### src/rtl/uart_8n1_transceiver_fifo_top_assert.svh
// ---------------------------------------------------------------------------
// uart_8n1_transceiver_fifo_top_assert.svh
// Shared assertion macros for the UART transceiver RTL.
// ---------------------------------------------------------------------------
`ifndef UART_8N1_TRANSCEIVER_FIFO_TOP_ASSERT_SVH
`define UART_8N1_TRANSCEIVER_FIFO_TOP_ASSERT_SVH

// Same-cycle implication, masked during reset.
`define UARTF_ASSERT_NOW(label, clk, rst, ante, cons) \
   label: assert property (@(posedge clk) disable iff (rst) (ante) |-> (cons)) \
      else $error("uartf: same-cycle check failed");

// Next-cycle implication, masked during reset.
`define UARTF_ASSERT_NEXT(label, clk, rst, ante, cons) \
   label: assert property (@(posedge clk) disable iff (rst) (ante) |=> (cons)) \
      else $error("uartf: next-cycle check failed");

`endif

### src/rtl/uartf_pkg.sv
// ---------------------------------------------------------------------------
// uartf_pkg
// Types and constants shared by the UART transceiver modules.
// ---------------------------------------------------------------------------
`default_nettype none

package uartf_pkg;

   // Receive ring
   localparam int DEPTH = 64;
   localparam int PTR_W = $clog2(DEPTH);
   localparam logic [PTR_W-1:0] PTR_MAX = PTR_W'(DEPTH - 1);
   localparam int CNT_W = ((PTR_W + 1) > 7) ? (PTR_W + 1) : 7;
   localparam int WAIT_W = 6;
   localparam logic [WAIT_W-1:0] WAIT_MAX = 6'd63;

   // Request codes
   localparam logic [1:0] ACT_TICK = 2'd0;
   localparam logic [1:0] ACT_POP  = 2'd1;
   localparam logic [1:0] ACT_SEND = 2'd2;

   // Register indexes
   localparam int CSR_IDX_W = 1;
   localparam logic [CSR_IDX_W-1:0] CSR_BIT_TICKS    = 1'd0;
   localparam logic [CSR_IDX_W-1:0] CSR_SAMPLE_DELAY = 1'd1;

   // Receiver phases
   localparam logic [1:0] PH_IDLE  = 2'd0;
   localparam logic [1:0] PH_DELAY = 2'd1;
   localparam logic [1:0] PH_DATA  = 2'd2;
   localparam logic [1:0] PH_STOP  = 2'd3;

   // Frame shape
   localparam logic [3:0] DATA_BITS  = 4'd8;
   localparam logic [3:0] FRAME_BITS = 4'd10;

   typedef struct packed {
      logic       valid;
      logic [7:0] data;
   } push_type;

   typedef struct packed {
      logic              read_valid;
      logic              use_bypass;
      logic [7:0]        bypass_data;
      logic [WAIT_W-1:0] bytes_waiting;
      logic              overflow_drop;
   } pop_type;

   typedef struct packed {
      logic    tx_level;
      pop_type pop;
      logic    send_accepted;
      logic    tx_busy;
      logic    rx_busy;
   } stage_type;

   typedef struct packed {
      logic              tx_level;
      logic [7:0]        read_data;
      logic              read_valid;
      logic [WAIT_W-1:0] bytes_waiting;
      logic              overflow_drop;
      logic              send_accepted;
      logic              tx_busy;
      logic              rx_busy;
   } result_type;

endpackage

`default_nettype wire

### src/rtl/uartf_ram.sv
// ---------------------------------------------------------------------------
// uartf_ram
// Generic single-write, single-read RAM with registered read data.
// ---------------------------------------------------------------------------
`default_nettype none

module uartf_ram #(
   parameter int WIDTH = 8,
   parameter int DEPTH = 64
) (
   input  wire logic                     clock,
   input  wire logic                     wr_en,
   input  wire logic [$clog2(DEPTH)-1:0] wr_addr,
   input  wire logic [WIDTH-1:0]         wr_data,
   input  wire logic                     rd_en,
   input  wire logic [$clog2(DEPTH)-1:0] rd_addr,
   output logic      [WIDTH-1:0]         rd_data
);

   logic [WIDTH-1:0] mem_ff [DEPTH];
   logic [WIDTH-1:0] rd_data_ff;

   always_ff @(posedge clock) begin
      if (wr_en) begin
         mem_ff[wr_addr] <= wr_data;
      end
      // read data holds until the next read
      if (rd_en) begin
         rd_data_ff <= mem_ff[rd_addr];
      end
   end

   assign rd_data = rd_data_ff;

endmodule

`default_nettype wire

### src/rtl/uartf_rx.sv
// ---------------------------------------------------------------------------
// uartf_rx
// 8N1 receiver: start edge detect, bit timing, LSB-first sampling.
// ---------------------------------------------------------------------------
`default_nettype none
`include "uart_8n1_transceiver_fifo_top_assert.svh"

module uartf_rx (
   input  wire logic              clock,
   input  wire logic              reset,
   input  wire logic              step,
   input  wire logic              rx_level,
   input  wire logic [15:0]       bit_ticks,
   input  wire logic [15:0]       sample_delay,
   output uartf_pkg::push_type    push,
   output logic                   rx_busy
);

   logic        line_prev_ff, line_prev_in;
   logic [1:0]  phase_ff, phase_in;
   logic [15:0] timer_ff, timer_in;
   logic [3:0]  count_ff, count_in;
   logic [7:0]  shift_ff, shift_in;
   logic [15:0] timer_dec;
   logic [3:0]  count_inc;

   assign timer_dec = timer_ff - 16'd1;
   assign count_inc = count_ff + 4'd1;

   always_comb begin
      phase_in     = phase_ff;
      timer_in     = timer_ff;
      count_in     = count_ff;
      shift_in     = shift_ff;
      line_prev_in = rx_level;
      push         = '0;
      if (phase_ff == uartf_pkg::PH_IDLE) begin
         if ((bit_ticks != 16'd0) && line_prev_ff && !rx_level) begin
            count_in = 4'd0;
            shift_in = 8'd0;
            if (sample_delay == 16'd0) begin
               phase_in = uartf_pkg::PH_DATA;
               timer_in = bit_ticks;
            end else begin
               phase_in = uartf_pkg::PH_DELAY;
               timer_in = sample_delay;
            end
         end
      end else if ((bit_ticks == 16'd0) || (timer_ff == 16'd0)) begin
         // disabled mid-frame or timer already zero: drop the partial byte
         phase_in = uartf_pkg::PH_IDLE;
         timer_in = 16'd0;
         count_in = 4'd0;
         shift_in = 8'd0;
      end else begin
         timer_in = timer_dec;
         if (timer_dec == 16'd0) begin
            case (phase_ff)
               uartf_pkg::PH_DELAY: begin
                  phase_in = uartf_pkg::PH_DATA;
                  timer_in = bit_ticks;
               end
               uartf_pkg::PH_DATA: begin
                  if (rx_level) begin
                     shift_in[count_ff[2:0]] = 1'b1;
                  end
                  count_in = count_inc;
                  if (count_inc >= uartf_pkg::DATA_BITS) begin
                     phase_in = uartf_pkg::PH_STOP;
                  end
                  timer_in = bit_ticks;
               end
               default: begin
                  // end of stop bit, level not checked
                  push.valid = 1'b1;
                  push.data  = shift_ff;
                  phase_in   = uartf_pkg::PH_IDLE;
                  count_in   = 4'd0;
                  shift_in   = 8'd0;
               end
            endcase
         end
      end
   end

   assign rx_busy = (phase_in != uartf_pkg::PH_IDLE);

   always_ff @(posedge clock) begin
      if (reset) begin
         line_prev_ff <= 1'b1;
         phase_ff     <= uartf_pkg::PH_IDLE;
         timer_ff     <= 16'd0;
         count_ff     <= 4'd0;
         shift_ff     <= 8'd0;
      end else if (step) begin
         line_prev_ff <= line_prev_in;
         phase_ff     <= phase_in;
         timer_ff     <= timer_in;
         count_ff     <= count_in;
         shift_ff     <= shift_in;
      end
   end

   `UARTF_ASSERT_NOW(a_rx_idle_clear, clock, reset,
      phase_ff == uartf_pkg::PH_IDLE, (count_ff == 4'd0) && (shift_ff == 8'd0))

endmodule

`default_nettype wire

### src/rtl/uartf_tx.sv
// ---------------------------------------------------------------------------
// uartf_tx
// 8N1 transmitter: start bit, 8 data bits LSB first, stop bit.
// ---------------------------------------------------------------------------
`default_nettype none
`include "uart_8n1_transceiver_fifo_top_assert.svh"

module uartf_tx (
   input  wire logic        clock,
   input  wire logic        reset,
   input  wire logic        step,
   input  wire logic        send,
   input  wire logic [7:0]  tx_byte,
   input  wire logic [15:0] bit_ticks,
   output logic             tx_level,
   output logic             tx_busy,
   output logic             send_accepted
);

   logic        active_ff, active_in;
   logic [15:0] timer_ff, timer_in;
   logic [3:0]  count_ff, count_in;
   logic [7:0]  shift_ff, shift_in;
   logic        line_ff, line_in;
   logic [3:0]  bit_sel;

   always_comb begin
      active_in     = active_ff;
      timer_in      = timer_ff;
      count_in      = count_ff;
      shift_in      = shift_ff;
      line_in       = line_ff;
      send_accepted = 1'b0;
      bit_sel       = 4'd0;

      // abandon frame when disabled or timer ran out
      if (active_in && ((bit_ticks == 16'd0) || (timer_in == 16'd0))) begin
         active_in = 1'b0;
         timer_in  = 16'd0;
         count_in  = 4'd0;
         line_in   = 1'b1;
      end
      if (send && !active_in && (bit_ticks != 16'd0)) begin
         active_in     = 1'b1;
         count_in      = 4'd0;
         timer_in      = bit_ticks;
         shift_in      = tx_byte;
         line_in       = 1'b0;
         send_accepted = 1'b1;
      end

      tx_level = line_in;
      tx_busy  = active_in;

      if (active_in) begin
         timer_in = timer_in - 16'd1;
         if (timer_in == 16'd0) begin
            count_in = count_in + 4'd1;
            bit_sel  = count_in - 4'd1;
            if (count_in >= uartf_pkg::FRAME_BITS) begin
               active_in = 1'b0;
               timer_in  = 16'd0;
               count_in  = 4'd0;
               line_in   = 1'b1;
            end else begin
               if (count_in <= uartf_pkg::DATA_BITS) begin
                  line_in = shift_in[bit_sel[2:0]];
               end else begin
                  line_in = 1'b1;
               end
               timer_in = bit_ticks;
            end
         end
      end
   end

   always_ff @(posedge clock) begin
      if (reset) begin
         active_ff <= 1'b0;
         timer_ff  <= 16'd0;
         count_ff  <= 4'd0;
         shift_ff  <= 8'd0;
         line_ff   <= 1'b1;
      end else if (step) begin
         active_ff <= active_in;
         timer_ff  <= timer_in;
         count_ff  <= count_in;
         shift_ff  <= shift_in;
         line_ff   <= line_in;
      end
   end

   `UARTF_ASSERT_NOW(a_tx_idle_high, clock, reset, !active_ff, line_ff)
   `UARTF_ASSERT_NOW(a_tx_count_range, clock, reset,
      active_ff, count_ff < uartf_pkg::FRAME_BITS)

endmodule

`default_nettype wire

### src/rtl/uartf_ring.sv
// ---------------------------------------------------------------------------
// uartf_ring
// Receive ring buffer: pointers, full/empty, fill count, RAM access.
// ---------------------------------------------------------------------------
`default_nettype none
`include "uart_8n1_transceiver_fifo_top_assert.svh"

module uartf_ring (
   input  wire logic               clock,
   input  wire logic               reset,
   input  wire logic               step,
   input  wire uartf_pkg::push_type push,
   input  wire logic               pop_req,
   output uartf_pkg::pop_type      status,
   output logic [7:0]              rd_data
);

   logic [uartf_pkg::PTR_W-1:0] wp_ff, wp_in, rp_ff, rp_in, wp_inc, rp_inc;
   logic [uartf_pkg::CNT_W-1:0] wp_ext, rp_ext, fill;
   logic full, do_push, do_pop;

   assign wp_inc = (wp_ff == uartf_pkg::PTR_MAX) ? '0 : wp_ff + uartf_pkg::PTR_W'(1);
   assign rp_inc = (rp_ff == uartf_pkg::PTR_MAX) ? '0 : rp_ff + uartf_pkg::PTR_W'(1);

   assign full    = (wp_inc == rp_ff);
   assign do_push = push.valid && !full;
   assign wp_in   = do_push ? wp_inc : wp_ff;
   // pop sees the byte pushed in the same tick
   assign do_pop  = pop_req && (wp_in != rp_ff);
   assign rp_in   = do_pop ? rp_inc : rp_ff;

   assign wp_ext = uartf_pkg::CNT_W'(wp_in);
   assign rp_ext = uartf_pkg::CNT_W'(rp_in);
   assign fill   = (wp_ext >= rp_ext) ? (wp_ext - rp_ext)
                 : (uartf_pkg::CNT_W'(uartf_pkg::DEPTH) + wp_ext - rp_ext);

   always_comb begin
      status.read_valid    = do_pop;
      // empty ring: a pushed byte popped in the same tick is forwarded around the RAM
      status.use_bypass    = do_push && (rp_ff == wp_ff);
      status.bypass_data   = push.data;
      status.overflow_drop = push.valid && full;
      if (fill > uartf_pkg::CNT_W'(uartf_pkg::WAIT_MAX)) begin
         status.bytes_waiting = uartf_pkg::WAIT_MAX;
      end else begin
         status.bytes_waiting = fill[uartf_pkg::WAIT_W-1:0];
      end
   end

   uartf_ram #(
      .WIDTH (8),
      .DEPTH (uartf_pkg::DEPTH)
   ) u_ram (
      .clock   (clock),
      .wr_en   (step && do_push),
      .wr_addr (wp_ff),
      .wr_data (push.data),
      .rd_en   (step && do_pop),
      .rd_addr (rp_ff),
      .rd_data (rd_data)
   );

   always_ff @(posedge clock) begin
      if (reset) begin
         wp_ff <= '0;
         rp_ff <= '0;
      end else if (step) begin
         wp_ff <= wp_in;
         rp_ff <= rp_in;
      end
   end

   `UARTF_ASSERT_NOW(a_ring_ptr_range, clock, reset, 1'b1,
      (wp_ff <= uartf_pkg::PTR_MAX) && (rp_ff <= uartf_pkg::PTR_MAX))

endmodule

`default_nettype wire

### src/rtl/uart_8n1_transceiver_fifo_top.sv
// ---------------------------------------------------------------------------
// uart_8n1_transceiver_fifo_top
// UART 8N1 transceiver with receive ring buffer, one line tick per item.
// ---------------------------------------------------------------------------
// Usage:
//  - req_* : one item per line tick: rx line level, and action
//    (tick only, pop a received byte, or send req_tx_byte).
//  - rsp_* : one result item per request item, in order: tx line level,
//    popped byte, fill count, drop/accept flags and busy flags.
//  - csr_* : register 0 is bit_ticks, 1 is sample_delay. Always ready;
//    write only while no item is in flight.
// Throughput: one item per cycle while rsp_ready is high. Each result is
//  registered in stage 1 (state update and ring RAM read), then in the
//  result register.
// The registered RAM read sets the extra stage; a byte pushed and popped in
//  the same tick is forwarded around the RAM.
// Reset: synchronous; line state idle high, ring empty, both registers 0
//  (transmit and receive disabled). The ring needs no clearing pass.
// Stall: when rsp_ready is low the result register holds and the middle
//  stage can still fill, so req_ready drops only when both are full.
// ---------------------------------------------------------------------------
`default_nettype none
`include "uart_8n1_transceiver_fifo_top_assert.svh"

module uart_8n1_transceiver_fifo_top (
   input  wire logic                            clock,
   input  wire logic                            reset,
   // request channel
   input  wire logic                            req_valid,
   output logic                                 req_ready,
   input  wire logic [1:0]                      req_action,
   input  wire logic                            req_rx_level,
   input  wire logic [7:0]                      req_tx_byte,
   // result channel
   output logic                                 rsp_valid,
   input  wire logic                            rsp_ready,
   output logic                                 rsp_tx_level,
   output logic [7:0]                           rsp_read_data,
   output logic                                 rsp_read_valid,
   output logic [uartf_pkg::WAIT_W-1:0]         rsp_bytes_waiting,
   output logic                                 rsp_overflow_drop,
   output logic                                 rsp_send_accepted,
   output logic                                 rsp_tx_busy,
   output logic                                 rsp_rx_busy,
   // register write channel
   input  wire logic                            csr_valid,
   output logic                                 csr_ready,
   input  wire logic [uartf_pkg::CSR_IDX_W-1:0] csr_index,
   input  wire logic [15:0]                     csr_data
);

   logic [15:0] bit_ticks_ff, sample_delay_ff;

   logic step;
   logic s1_move;
   logic s1_valid_ff, s1_valid_in;
   logic rsp_valid_ff, rsp_valid_in;
   uartf_pkg::stage_type  s1_ff, s1_in;
   uartf_pkg::result_type rsp_ff, rsp_in;

   uartf_pkg::push_type push;
   uartf_pkg::pop_type  pop_status;
   logic [7:0] ram_data;
   logic tx_level, tx_busy, send_accepted, rx_busy;

   // ---- registers ----
   assign csr_ready = 1'b1;

   always_ff @(posedge clock) begin
      if (reset) begin
         bit_ticks_ff    <= 16'd0;
         sample_delay_ff <= 16'd0;
      end else if (csr_valid) begin
         case (csr_index)
            uartf_pkg::CSR_BIT_TICKS:    bit_ticks_ff    <= csr_data;
            uartf_pkg::CSR_SAMPLE_DELAY: sample_delay_ff <= csr_data;
            default: begin
            end
         endcase
      end
   end

   // ---- handshake: stage 1 advances whenever the result register frees ----
   assign s1_move   = !rsp_valid_ff || rsp_ready;
   assign req_ready = !s1_valid_ff || s1_move;
   assign step      = req_valid && req_ready;

   // ---- per-tick datapath, state updates on accept ----
   uartf_rx u_rx (
      .clock        (clock),
      .reset        (reset),
      .step         (step),
      .rx_level     (req_rx_level),
      .bit_ticks    (bit_ticks_ff),
      .sample_delay (sample_delay_ff),
      .push         (push),
      .rx_busy      (rx_busy)
   );

   uartf_ring u_ring (
      .clock   (clock),
      .reset   (reset),
      .step    (step),
      .push    (push),
      .pop_req (req_action == uartf_pkg::ACT_POP),
      .status  (pop_status),
      .rd_data (ram_data)
   );

   uartf_tx u_tx (
      .clock         (clock),
      .reset         (reset),
      .step          (step),
      .send          (req_action == uartf_pkg::ACT_SEND),
      .tx_byte       (req_tx_byte),
      .bit_ticks     (bit_ticks_ff),
      .tx_level      (tx_level),
      .tx_busy       (tx_busy),
      .send_accepted (send_accepted)
   );

   always_comb begin
      s1_in.tx_level      = tx_level;
      s1_in.pop           = pop_status;
      s1_in.send_accepted = send_accepted;
      s1_in.tx_busy       = tx_busy;
      s1_in.rx_busy       = rx_busy;
   end

   always_comb begin
      s1_valid_in = s1_valid_ff;
      if (step) begin
         s1_valid_in = 1'b1;
      end else if (s1_move) begin
         s1_valid_in = 1'b0;
      end
   end

   // ---- result assembly: RAM read data lands during stage 1 ----
   always_comb begin
      rsp_in.tx_level      = s1_ff.tx_level;
      rsp_in.read_valid    = s1_ff.pop.read_valid;
      rsp_in.bytes_waiting = s1_ff.pop.bytes_waiting;
      rsp_in.overflow_drop = s1_ff.pop.overflow_drop;
      rsp_in.send_accepted = s1_ff.send_accepted;
      rsp_in.tx_busy       = s1_ff.tx_busy;
      rsp_in.rx_busy       = s1_ff.rx_busy;
      if (!s1_ff.pop.read_valid) begin
         rsp_in.read_data = 8'd0;
      end else if (s1_ff.pop.use_bypass) begin
         rsp_in.read_data = s1_ff.pop.bypass_data;
      end else begin
         rsp_in.read_data = ram_data;
      end
   end

   always_comb begin
      rsp_valid_in = rsp_valid_ff;
      if (s1_valid_ff && s1_move) begin
         rsp_valid_in = 1'b1;
      end else if (rsp_ready) begin
         rsp_valid_in = 1'b0;
      end
   end

   always_ff @(posedge clock) begin
      if (reset) begin
         s1_valid_ff  <= 1'b0;
         rsp_valid_ff <= 1'b0;
      end else begin
         s1_valid_ff  <= s1_valid_in;
         rsp_valid_ff <= rsp_valid_in;
      end
   end

   always_ff @(posedge clock) begin
      if (step) begin
         s1_ff <= s1_in;
      end
      if (s1_valid_ff && s1_move) begin
         rsp_ff <= rsp_in;
      end
   end

   assign rsp_valid         = rsp_valid_ff;
   assign rsp_tx_level      = rsp_ff.tx_level;
   assign rsp_read_data     = rsp_ff.read_data;
   assign rsp_read_valid    = rsp_ff.read_valid;
   assign rsp_bytes_waiting = rsp_ff.bytes_waiting;
   assign rsp_overflow_drop = rsp_ff.overflow_drop;
   assign rsp_send_accepted = rsp_ff.send_accepted;
   assign rsp_tx_busy       = rsp_ff.tx_busy;
   assign rsp_rx_busy       = rsp_ff.rx_busy;

   `UARTF_ASSERT_NEXT(a_accept_fills_stage, clock, reset, step, s1_valid_ff)
   `UARTF_ASSERT_NOW(a_stall_means_full, clock, reset, !req_ready,
      s1_valid_ff && rsp_valid_ff)

endmodule

`default_nettype wire
### config.mk
export PLATFORM = sky130hd
export DESIGN_NAME = uart_8n1_transceiver_fifo_top
export DESIGN_NICKNAME = d
export VERILOG_FILES = /design/src/rtl/uartf_pkg.sv /design/src/rtl/uartf_ram.sv /design/src/rtl/uartf_rx.sv /design/src/rtl/uartf_tx.sv /design/src/rtl/uartf_ring.sv /design/src/rtl/uart_8n1_transceiver_fifo_top.sv
export VERILOG_INCLUDE_DIRS = /design/src /design/src/rtl
export SDC_FILE = /design/constraint.sdc
export NUM_CORES = 1
export LEC_CHECK = 0
export BUFFER_PORTS_ARGS = -buffer_cell sky130_fd_sc_hd__buf_2
export CORE_ASPECT_RATIO = 0.5
export CORE_UTILIZATION = 39
export CTS_CLUSTER_SIZE = 28
export DETAILED_ROUTE_END_ITERATION = 6
export SLEW_MARGIN = 20
export SYNTH_ARGS = -nofsm -noshare
export SYNTH_HDL_FRONTEND = slang
export SYNTH_SLANG_ARGS = --single-unit
### constraint.sdc
create_clock -name clock -period 13.1 [get_ports clock]
set_clock_uncertainty 0.05 [all_clocks]
set_input_delay 1.31 -clock clock [delete_from_list [all_inputs] [get_ports clock]]
set_output_delay 1.31 -clock clock [all_outputs]
set_load 0.01 [all_outputs]
==> flow_summary.toml <==
[setup_path]
cp_slowest_cell = "nor4_2"
r2r_slack_ns = 6.13
setup.worst_path.class = "reg -> reg"
critPathMaxStageDelay_ns = 0.83
critPathTopFamily = "compound AO/OA/AOI/OAI gates"
crit_chain = "inv_1, ha_1, nor3b_1, nand3_1, xnor2_1, nor4_2, o211ai_1, a22oi_1, a2111oi_4, a31oi_1, nand2_1, xor2_1, ha_1, a21o_1, a21oi_1, nand2b_1, o311ai_0, a311oi_1, o21ai_0, or3_1, o311ai_1, xnor2_1, nand2_1"
worstSetupStartpointType = "flop"
cp.required_ns = 13.43
cp_data_arrival_time_ns = 7.30
cp_max_fo = 12
worst-r2r-cell-count = 23
endpoint_kind = "flop"
crit_cells = 23
path_buf_inv = 1

[synth]
ys.flop_type = "edfxtp_1"
synth.largest_area_cell = "edfxtp_1"
synth_seq_cells = 668
yosysTopAreaCellShare_pct = 58.2
avgSynthCellArea_um2 = 13.4
synthArstFlopShare_pct = 0
synth_area_leaders = "edfxtp_1 58%, dfxtp_1 7.4%, mux2i_1 5.3%, mux4_2 5.1%, nor2_1 3.1%"
ys_seq_area_share_pct = 65.6
synthDistinctLibCells = 83
synth_edf_count = 561
synth_commonest_cells = "561 x edfxtp_1, 241 x nor2_1, 165 x nand2_1"
syn_inst = 2154
synth_most_common_cell = "edfxtp_1"
syn_nets = 2206
yosys_warnings = 0
synth_area_mm2 = 0.0290

[power_and_ir_drop]
p_leak_nw = 10.9
vdd_drop_max_mv = 0.0997
finalPower_mw = 4.56
powerDensity_mw_per_mm2 = 141

[global_routing]
grt_pass1_wl_um = 108000
grt_pass1_vias = 17600
grt_antenna_before_repair = 0
grt_overflow = 0
grt_max_degree = 112
grt_util_all_layers_pct = 18.8

[timing]
rsz0062_at_grt = "no"
holdWs_ns = 0.371
fin_crit_sh_pct = 53.2
slew_headroom_pct = 31.1
setup_violations = 0
maxSlewViolCount = 0
finalCriticalPeriod_ns = 6.97
tightest_slew_ns = 1.03
fmax_mhz = 143
hold_violations = 0
fin_tns_setup_ns = 0

[clock_tree]
clk_path_buf_depth = 3
post-cts-setup-buffer-count = 0
cts_resized = 0
cts.root.buffer_cell = "clkbuf_16"
htreeDepth = 2
cts_num_sinks = 668
cts_tree = "built"
postCtsHoldBufs = 0
clk_pin_slew_ns = 0.06
clk_latency_ns = 0.65
numCtsBuffers = 61

[floorplan]
initial_core_util_pct = 39.5
fp.dieW_um = 387
pin_count = 56
die_area_mm2 = 0.0754
core_mm2 = 0.0732
core.rowCount = 70
die_h_um = 195

[cells_and_area]
fin_cells = 3189
diodes = 0
drive_above_1_share_pct = 12.7
fillers = 6611
syn2layout_area_growth_pct = 11.4
post-route-util_pct = 44.1
nets = 2220

[routing]
drt_iter0_markers = 1811
postRouteAntennaNets = 0
vias = 18000
viasPerCell = 5.65
wl_per_cell_um = 22.6
route.detailed.drc = 0
routed_wl_um = 72200
first_pass_iters = 6

[placed_design]
io_buffers = 54
placed_cells = 3077
place_congestion = 0.853
dp_hpwl_um = 44100

[worst_hold_path]
holdCritPathClass = "reg -> reg"
hold_depth = 0

[run_status]
outcome = "finished, final reports clean"

[flow_run]
drv_cap = 0
per-layer routing:
layer | GRT usage (%) | wire length, µm | vias up
met5 | 0 | 0 | -
met4 | 6.91 | 2390 | 0
met1 | 25.3 | 31000 | 9063
met2 | 31.1 | 34700 | 548
li1 | - | - | 8275
met3 | 2.89 | 4110 | 142
path summary, 6_finish.rpt:
path	start	end
max	u_rx.timer_ff[0]$_SDFFE_PP0P_	rsp_in[9]$_SDFFCE_PN1P_
min	rsp_in[19]$_DFFE_PP_	rsp_tx_level$_DFFE_PP_
max reg2reg	u_rx.timer_ff[0]$_SDFFE_PP0P_	rsp_in[9]$_SDFFCE_PN1P_
min reg2reg	rsp_in[19]$_DFFE_PP_	rsp_tx_level$_DFFE_PP_
stage by stage:
stage                     area [µm²]  setup slack [ns]
after floorplan                29000              7.41
after global routing           32300              5.34
after global placement         30200              6.38
after CTS                      32300              6.18
after detailed placement       30200              6.17
final                          32300              6.13
sequential cells by signal (all words and copies together) (netlist names), 6 cells and up:
| register | flops |
|---|---|
| sample_delay_ff | 16 |
| u_rx.shift_ff | 8 |
| rsp_in | 12 |
| u_tx.shift_ff | 8 |
| s1_ff | 9 |
| u_rx.timer_ff | 16 |
| rsp_read_data | 8 |
| u_ring.wp_ff | 6 |
| u_tx.timer_ff | 16 |
| u_ring.u_ram.rd_data | 8 |
| u_ring.u_ram.mem_ff | 512 |
| bit_ticks_ff | 16 |
| rsp_bytes_waiting | 6 |
| u_ring.rp_ff | 6 |
area by class of cell:
class / instances / area, µm² / area share (%)
Clock buffer: 76 / 1580 / 4.91
Clock inverter: 36 / 489 / 1.52
Inverter: 29 / 109 / 0.337
Multi-Input combinational cell: 1330 / 9400 / 29.1
Sequential cell: 668 / 19000 / 58.9
Tap cell: 972 / 1220 / 3.77
Timing Repair Buffer: 78 / 465 / 1.44
cell families (layout without fill, tap and decap cells):
family,after synthesis,after routing,synth area share (%)
buf+inv,156,219,2.07
xor+xnor,55,55,1.72
simple gates,605,605,9.72
other cells,1,1,0.0130
fa+ha+maj,20,20,0.882
compound gates,426,426,9.47
mux,223,223,10.5
flops,668,668,65.6
cells in the final DEF, fill, tap and decap left out, types with 7 or more instances in the layout:
cell       netlist  final
a21oi_1        156    155
nor2_1         241    241
a22o_1           7      7
inv_1           27     26
xor2_1          18     18
nand3_1         31     31
or3_1            7      7
xnor2_1         35     35
clkbuf_1        93     15
a22oi_1         11     11
o22ai_1         39     39
buf_2            8     53
nor3_1          34     33
nor2b_1         17     16
clkinv_2         0      9
nor4_1          16     15
and3_1          24     16
edfxtp_1       561    561
ha_1            18     18
o221ai_1        50     50
nand2_1        165    163
dfxtp_1        107    104
bufinv_16        0     11
mux2i_1        153    153
clkbuf_16        0     61
and3_2           0      8
nand3b_1         8      8
nand2b_1        12     12
clkinv_1         2     12
nand4_1         11     11
buf_4            1     24
o21ai_0         79     79
mux4_2          65     65
a211oi_1        24     24
worst register-to-register path, delay by kind of cell (launching register included):
kind | cells | cell delay [ns]
compound gates | 10 | 2.75
simple gates | 7 | 2.28
fa+ha+maj | 2 | 0.60
xor+xnor | 3 | 0.55
flops | 1 | 0.35
buf+inv | 1 | 0.11
power breakdown:
group / switching [mW] / internal [mW] / leakage [nW]
registers: 0.0321 / 2.30 / 6.85
clock network: 0.793 / 1.08 / 1.01
logic: 0.224 / 0.129 / 3.06
No activity file was read; power rests on OpenSTA's default activity.
